File: src/rtl/core/ptfd_pkg.sv
// ----------------------------------------------------------------------------
// ptfd_pkg
// Shared word format, constants, context type and fixed-point helpers for the
// proper-time field dilation pipeline.
// ----------------------------------------------------------------------------
package ptfd_pkg;

  localparam int WORD_BITS = 32;
  localparam int FRAC_BITS = 16;
  localparam int SUM_BITS  = WORD_BITS + 3;
  localparam int PROD_BITS = 2 * WORD_BITS;
  localparam int ROOT_BITS = WORD_BITS + FRAC_BITS;
  localparam int SQRT_BITS = ROOT_BITS / 2;

  // Register stages: front end, root, gamma terms, four dividers, three
  // refinement orders and the output register.
  localparam int ORDER_STAGES = 6;
  localparam int PIPE_LATENCY = 6 + (SQRT_BITS + 1) + 3 + 4 * (FRAC_BITS + 1) +
                                3 * ORDER_STAGES + 1;

  typedef logic signed [WORD_BITS-1:0] word_t;
  typedef logic signed [SUM_BITS-1:0]  sum_t;

  localparam word_t FX_ONE       = word_t'(64'd1 << FRAC_BITS);
  localparam word_t VMAX         = {1'b0, {(WORD_BITS-1){1'b1}}};
  localparam word_t VMIN         = {1'b1, {(WORD_BITS-1){1'b0}}};
  localparam word_t C_TWO_THIRDS =
    word_t'((64'd66667 * (64'd1 << FRAC_BITS) + 64'd50000) / 64'd100000);
  localparam word_t C_EIGHTH     = word_t'(64'd1 << (FRAC_BITS - 3));

  // Per-particle values that ride along with the ratio refinement.
  typedef struct packed {
    logic [2:0][WORD_BITS-1:0] e;
    logic [2:0][WORD_BITS-1:0] b;
    word_t ue;
    word_t e2;
    word_t uexb;
    word_t k2;
    word_t k3;
    word_t gam;
    word_t ds0;
  } ctx_t;

  function automatic sum_t ext(input word_t v);
    return sum_t'(v);
  endfunction

  function automatic word_t sat(input sum_t v);
    if (v > ext(VMAX)) return VMAX;
    if (v < ext(VMIN)) return VMIN;
    return word_t'(v);
  endfunction

  function automatic word_t sum3(input word_t a, input word_t b, input word_t c);
    return sat(ext(a) + ext(b) + ext(c));
  endfunction

  function automatic word_t pos_part(input word_t v);
    return v[WORD_BITS-1] ? '0 : v;
  endfunction

  function automatic word_t neg_part(input word_t v);
    return v[WORD_BITS-1] ? v : '0;
  endfunction

  // Product truncated toward zero at the binary point, then saturated.
  function automatic word_t fmul(input word_t a, input word_t b);
    logic signed [PROD_BITS-1:0] prod;
    logic [PROD_BITS-1:0] mag;
    logic [PROD_BITS-1:0] lim;
    logic [PROD_BITS-1:0] res;
    logic neg;
    prod = a * b;
    neg  = prod[PROD_BITS-1];
    mag  = neg ? PROD_BITS'(-prod) : PROD_BITS'(prod);
    res  = mag >> FRAC_BITS;
    lim  = (PROD_BITS'(1) << (WORD_BITS - 1)) - PROD_BITS'(!neg);
    if (res > lim) res = lim;
    return neg ? word_t'(-res) : word_t'(res);
  endfunction

endpackage

File: src/rtl/core/ptfd_div.sv
// ----------------------------------------------------------------------------
// ptfd_div
// Pipelined restoring divider, one quotient bit per stage. Gives
// min(num / den, 1.0) for num >= 0 and den >= 1.0, with a side payload.
// ----------------------------------------------------------------------------
module ptfd_div import ptfd_pkg::*; #(
  parameter int CARRY_W = 1
) (
  input  logic               clk,
  input  logic               rst_n,
  input  logic               in_v,
  input  word_t              in_num,
  input  word_t              in_den,
  input  logic [CARRY_W-1:0] in_carry,
  output logic               out_v,
  output word_t              out_q,
  output logic [CARRY_W-1:0] out_carry
);

  localparam int STAGES = FRAC_BITS + 1;

  logic                 v_r     [STAGES];
  logic                 ge_r    [STAGES];
  logic [FRAC_BITS-1:0] q_r     [STAGES];
  logic [CARRY_W-1:0]   carry_r [STAGES];
  logic [WORD_BITS-1:0] rem_r   [STAGES-1];
  logic [WORD_BITS-1:0] den_r   [STAGES-1];

  always_ff @(posedge clk) begin
    if (!rst_n) begin
      v_r[0] <= 1'b0;
    end else begin
      v_r[0] <= in_v;
    end
  end

  always_ff @(posedge clk) begin
    ge_r[0]    <= (in_num >= in_den);
    rem_r[0]   <= in_num;
    den_r[0]   <= in_den;
    q_r[0]     <= '0;
    carry_r[0] <= in_carry;
  end

  for (genvar k = 1; k < STAGES; k++) begin : g_stage
    logic [WORD_BITS-1:0] dbl;
    logic                 take;

    assign dbl  = {rem_r[k-1][WORD_BITS-2:0], 1'b0};
    assign take = (dbl >= den_r[k-1]);

    always_ff @(posedge clk) begin
      if (!rst_n) begin
        v_r[k] <= 1'b0;
      end else begin
        v_r[k] <= v_r[k-1];
      end
    end

    always_ff @(posedge clk) begin
      ge_r[k]    <= ge_r[k-1];
      q_r[k]     <= {q_r[k-1][FRAC_BITS-2:0], take};
      carry_r[k] <= carry_r[k-1];
    end

    if (k < STAGES - 1) begin : g_rem
      always_ff @(posedge clk) begin
        rem_r[k] <= take ? (dbl - den_r[k-1]) : dbl;
        den_r[k] <= den_r[k-1];
      end
    end
  end

  assign out_v     = v_r[STAGES-1];
  assign out_carry = carry_r[STAGES-1];
  assign out_q     = ge_r[STAGES-1] ? FX_ONE :
                     word_t'({{(WORD_BITS-FRAC_BITS){1'b0}}, q_r[STAGES-1]});

endmodule

File: config.mk
export PLATFORM = sky130hd
export DESIGN_NAME = ptfd_div
export DESIGN_NICKNAME = d
export VERILOG_FILES = /design/src/rtl/core/ptfd_pkg.sv /design/src/rtl/core/ptfd_div.sv
export SDC_FILE = /design/constraint.sdc
export NUM_CORES = 2
export LEC_CHECK = 0
export BUFFER_PORTS_ARGS = -buffer_cell sky130_fd_sc_hd__buf_2
export CAP_MARGIN = 20
export CORE_ASPECT_RATIO = 0.6
export CORE_MARGIN = 4
export CORE_UTILIZATION = 50
export DETAILED_ROUTE_END_ITERATION = 6
export GPL_TIMING_DRIVEN = 0
export PLACE_DENSITY = 0.68
export SYNTH_ARGS = -nofsm -noshare
export SYNTH_HDL_FRONTEND = slang
export SYNTH_SLANG_ARGS = --single-unit
File: constraint.sdc
create_clock -name clk -period 4.2 [get_ports clk]
set_input_delay 0.63 -clock clk [delete_from_list [all_inputs] [get_ports clk]]
set_output_delay 0.63 -clock clk [all_outputs]
set_load 0.05 [all_outputs]
==> out/qor.yml <==
cells_and_area:
  fin_util_pct: 57.53
  drive_gt1_share_pct: 9.414
  final_area_sq_mm: 0.06360
  final_nets: 6970
  area_growth_pct: 13.28
pwr:
  power_frac_comb_pct: 50.9
  p_leak_nw: 30.29
  total_power_mw: 55.54
  p_int_mw: 32.48
  clkPwrFrac_pct: 19.9
  swShare_pct: 41.51
  worst_ir_drop_vdd_uv: 421.8
  p_seq_share_pct: 29.3
  p_switching_mw: 23.06
  power.density_mw_per_mm2: 873.3
route:
  drc_errors: 0
  routed_wl_mm: 151.5
  drt-wirelength-per-cell_um: 19.11
  drtAntennaViolNets: 0
  dr.pass1.iters: 7
  via_per_inst: 5.510
  vias: 43690
  drt_iter0_markers: 4663
placement:
  placed_cell_area_sq_mm: 0.05854
  pre_cts_slack_ps: -667.5
  place.gp.congestion: 0.9883
  portBuffers: 86
  dp_hpwl_mm: 120.2
yosys:
  yosysTopAreaCellShare_pct: 42.61
  ys_types: 110
  synthTopCellsByCount: "dfxtp_1, inv_1, ha_1"
  syn_area_sq_mm: 0.05614
  synth_cells: 6049
  synth_seq_area_share_pct: 42.61
  ys_top_cells_by_area: "dfxtp_1, ha_1, a21oi_1"
  yosys_warnings: 0
  async_reset_ff_share_pct: 0
  synth_seq_cells: 1195
  yosysTopAreaCell: "dfxtp_1"
  synth_edf_count: 0
  synthFlopType: "dfxtp_1"
  synth.avg_cell_area_sq_um: 9.282
  yosysMostFrequentCell: "dfxtp_1"
worst_setup_path:
  slowest_stage: "a2111oi_0"
  r2r_slack_ps: 120
  crit_start: "den_r[7][2]"
  critPathCaptureType: "flop"
  arrival_ps: 4640
  crit_fanout: 10
  slowest_delay_ps: 640
  path_class: "flop to flop"
  start_kind: "flop"
  path_cells: "inv_1, ha_1, a21o_1, a21oi_1, o21a_1, o211ai_1, a41o_1, a21oi_4, o21ai_0, a21oi_2, buf_4, a2111oi_0, a21oi_1"
  cp_common_cell: "a21oi_1"
  reg2reg_to: "rem_r[7][61]"
  r2r-start: "den_r[7][2]"
  reg2reg_depth: 13
  cp-endpoint: "rem_r[7][61]"
  cp.required_ps: 4760
floorplan:
  dieHeight_um: 267.6
  io_pins: 102
  die_area_sq_mm: 0.1179
  fp.dieW_um: 440.6
  rows: 94
  design.core.area_sq_mm: 0.1106
  initial_utilization_pct: 50.78
grt:
  grtUsageTotal_pct: 25.13
  grt_pass1_vias: 39490
  grt_max_degree: 16
  grt_pass1_wl_mm: 232.2
  grt-ovfl-total: 0
  antenna_found_initial: 4
cts:
  cts_tree: "yes"
  ctsRootBufferMaster: "clkbuf_16"
  htreeDepth: 3
  clkSlewWorstSetupHoldPaths_ps: 70
  clk_latency_ps: 730
  clock-sinks: 1195
  cts_buffer_depth: 3
  numCtsBuffers: 110
timing:
  max_freq_mhz: 245.1
  finalSetupViolCount: 0
  slew_violations: 0
  slew_headroom_pct: 21.06
  worst_slew_pin_slew_ps: 1184
  period_share_pct: 97.15
  hold_viol_final: 0
  tns_ps: 0
  fin_ws_ps: 119.7
  clock_skew_ps: 27.37
  min_period_ps: 4080
worst_hold_path:
  hold_class: "input port to flop"
outcome:
  status: "complete, no violations"
job:
  max-cap-violations: 0
-- cells by family (layout without fill, tap and decap cells) --
group,count (synthesis),count (layout),synth area share (%)
flip-flops,1195,1195,42.61
AND/OR/NAND/NOR,1280,1280,10.80
multiplexers,140,140,2.864
XOR/XNOR,400,400,6.240
other,1,20,0.006679
adder cells (fa/ha/maj),558,558,12.64
AO/OA/AOI/OAI,1676,1676,19.19
buffers and inverters,799,1173,5.652
-- sequential cells by signal (all words and copies together), names as in the netlist --
name	count
den_r	512
q_r	136
v_r	17
carry_r	17
rem_r	496
ge_r	17
-- worst min path at each step --
stage | startpoint | to | depth (start not counted)
after global placement | q_r[0][240] | q_r[0][257] | 0
after floorplan | carry_r[0][9] | carry_r[0][10] | 0
after detailed placement | carry_r[0][6] | carry_r[0][7] | 0
after global routing | in_num[13] | rem_r[0][13] | 1
final | in_num[13] | rem_r[0][13] | 1
after CTS | in_num[13] | rem_r[0][13] | 1
-- placed cells by master, fill, tap and decap left out, types with 27 or more instances in the layout --
cell,count
nand2_1,431
and3_1,41
o21a_1,59
o21bai_1,56
nor3_1,68
and2_1,41
nand3_1,86
buf_4,37
nor2_1,304
ha_1,543
xor2_1,158
nand4_1,72
nor2b_1,82
a21oi_1,480
nand2b_1,70
clkbuf_1,86
o211ai_1,27
dfxtp_1,1195
a211oi_1,37
mux2_2,121
buf_2,119
a31oi_1,39
a21o_1,296
o31ai_1,31
clkbuf_16,115
o21ai_0,409
dlygate4sd3_1,62
xnor2_1,242
inv_1,646
-- worst max-delay path, delay by kind of cell, from the launching register on --
kind                     cells  cell delay [ps]
AO/OA/AOI/OAI               10             2850
flip-flops                   1              350
buffers and inverters        2              310
adder cells (fa/ha/maj)      1              410
-- per-layer routing --
| metal | up-vias | GRT usage, % | part of all wire [%] |
|---|---|---|---|
| met5 | - | 1.290 | 0 |
| met4 | 0 | 3.862 | 1.3 |
| met3 | 121 | 11.84 | 14 |
| met2 | 1603 | 26.01 | 30 |
| met1 | 20470 | 43.00 | 55 |
| li1 | 21500 | - | - |
-- cell type report --
class,instances,area [sq um]
Timing Repair Buffer,171,1277
Inverter,649,2444
Sequential cell,1195,23920
Antenna cell,5,12.51
Multi-Input combinational cell,4069,29280
Fill cell,9778,46960
Tap cell,1488,1862
Clock buffer,160,3307
Buffer,148,772.0
Clock inverter,45,718.2
-- through the flow --
stage,hold slack [ps],instances
final,47.11,7930
after global routing,17.80,7928
after CTS,3.794,7916
after detailed placement,312.1,7643
after global placement,310.0,7637
after floorplan,309.6,6063
-- power groups by stage --
stage	Combinational [mW]	Clock [mW]	Sequential, mW
after global placement	26.1	0	16.4
after CTS	27.0	11.3	16.3
after detailed placement	26.5	0	16.5
after floorplan	19.7	0	15.9
final	28.3	11.0	16.2
after global routing	30.8	11.8	16.6
-- repair_timing --
item,in CTS,in global routing
pin swaps,2,8
hold buffers,62,0
buffers inserted,7,6
setup endpoints to repair,159,297
resized for setup,21,52
endpoints found under the hold margin,62,0
(Power assumes the default switching activity.)
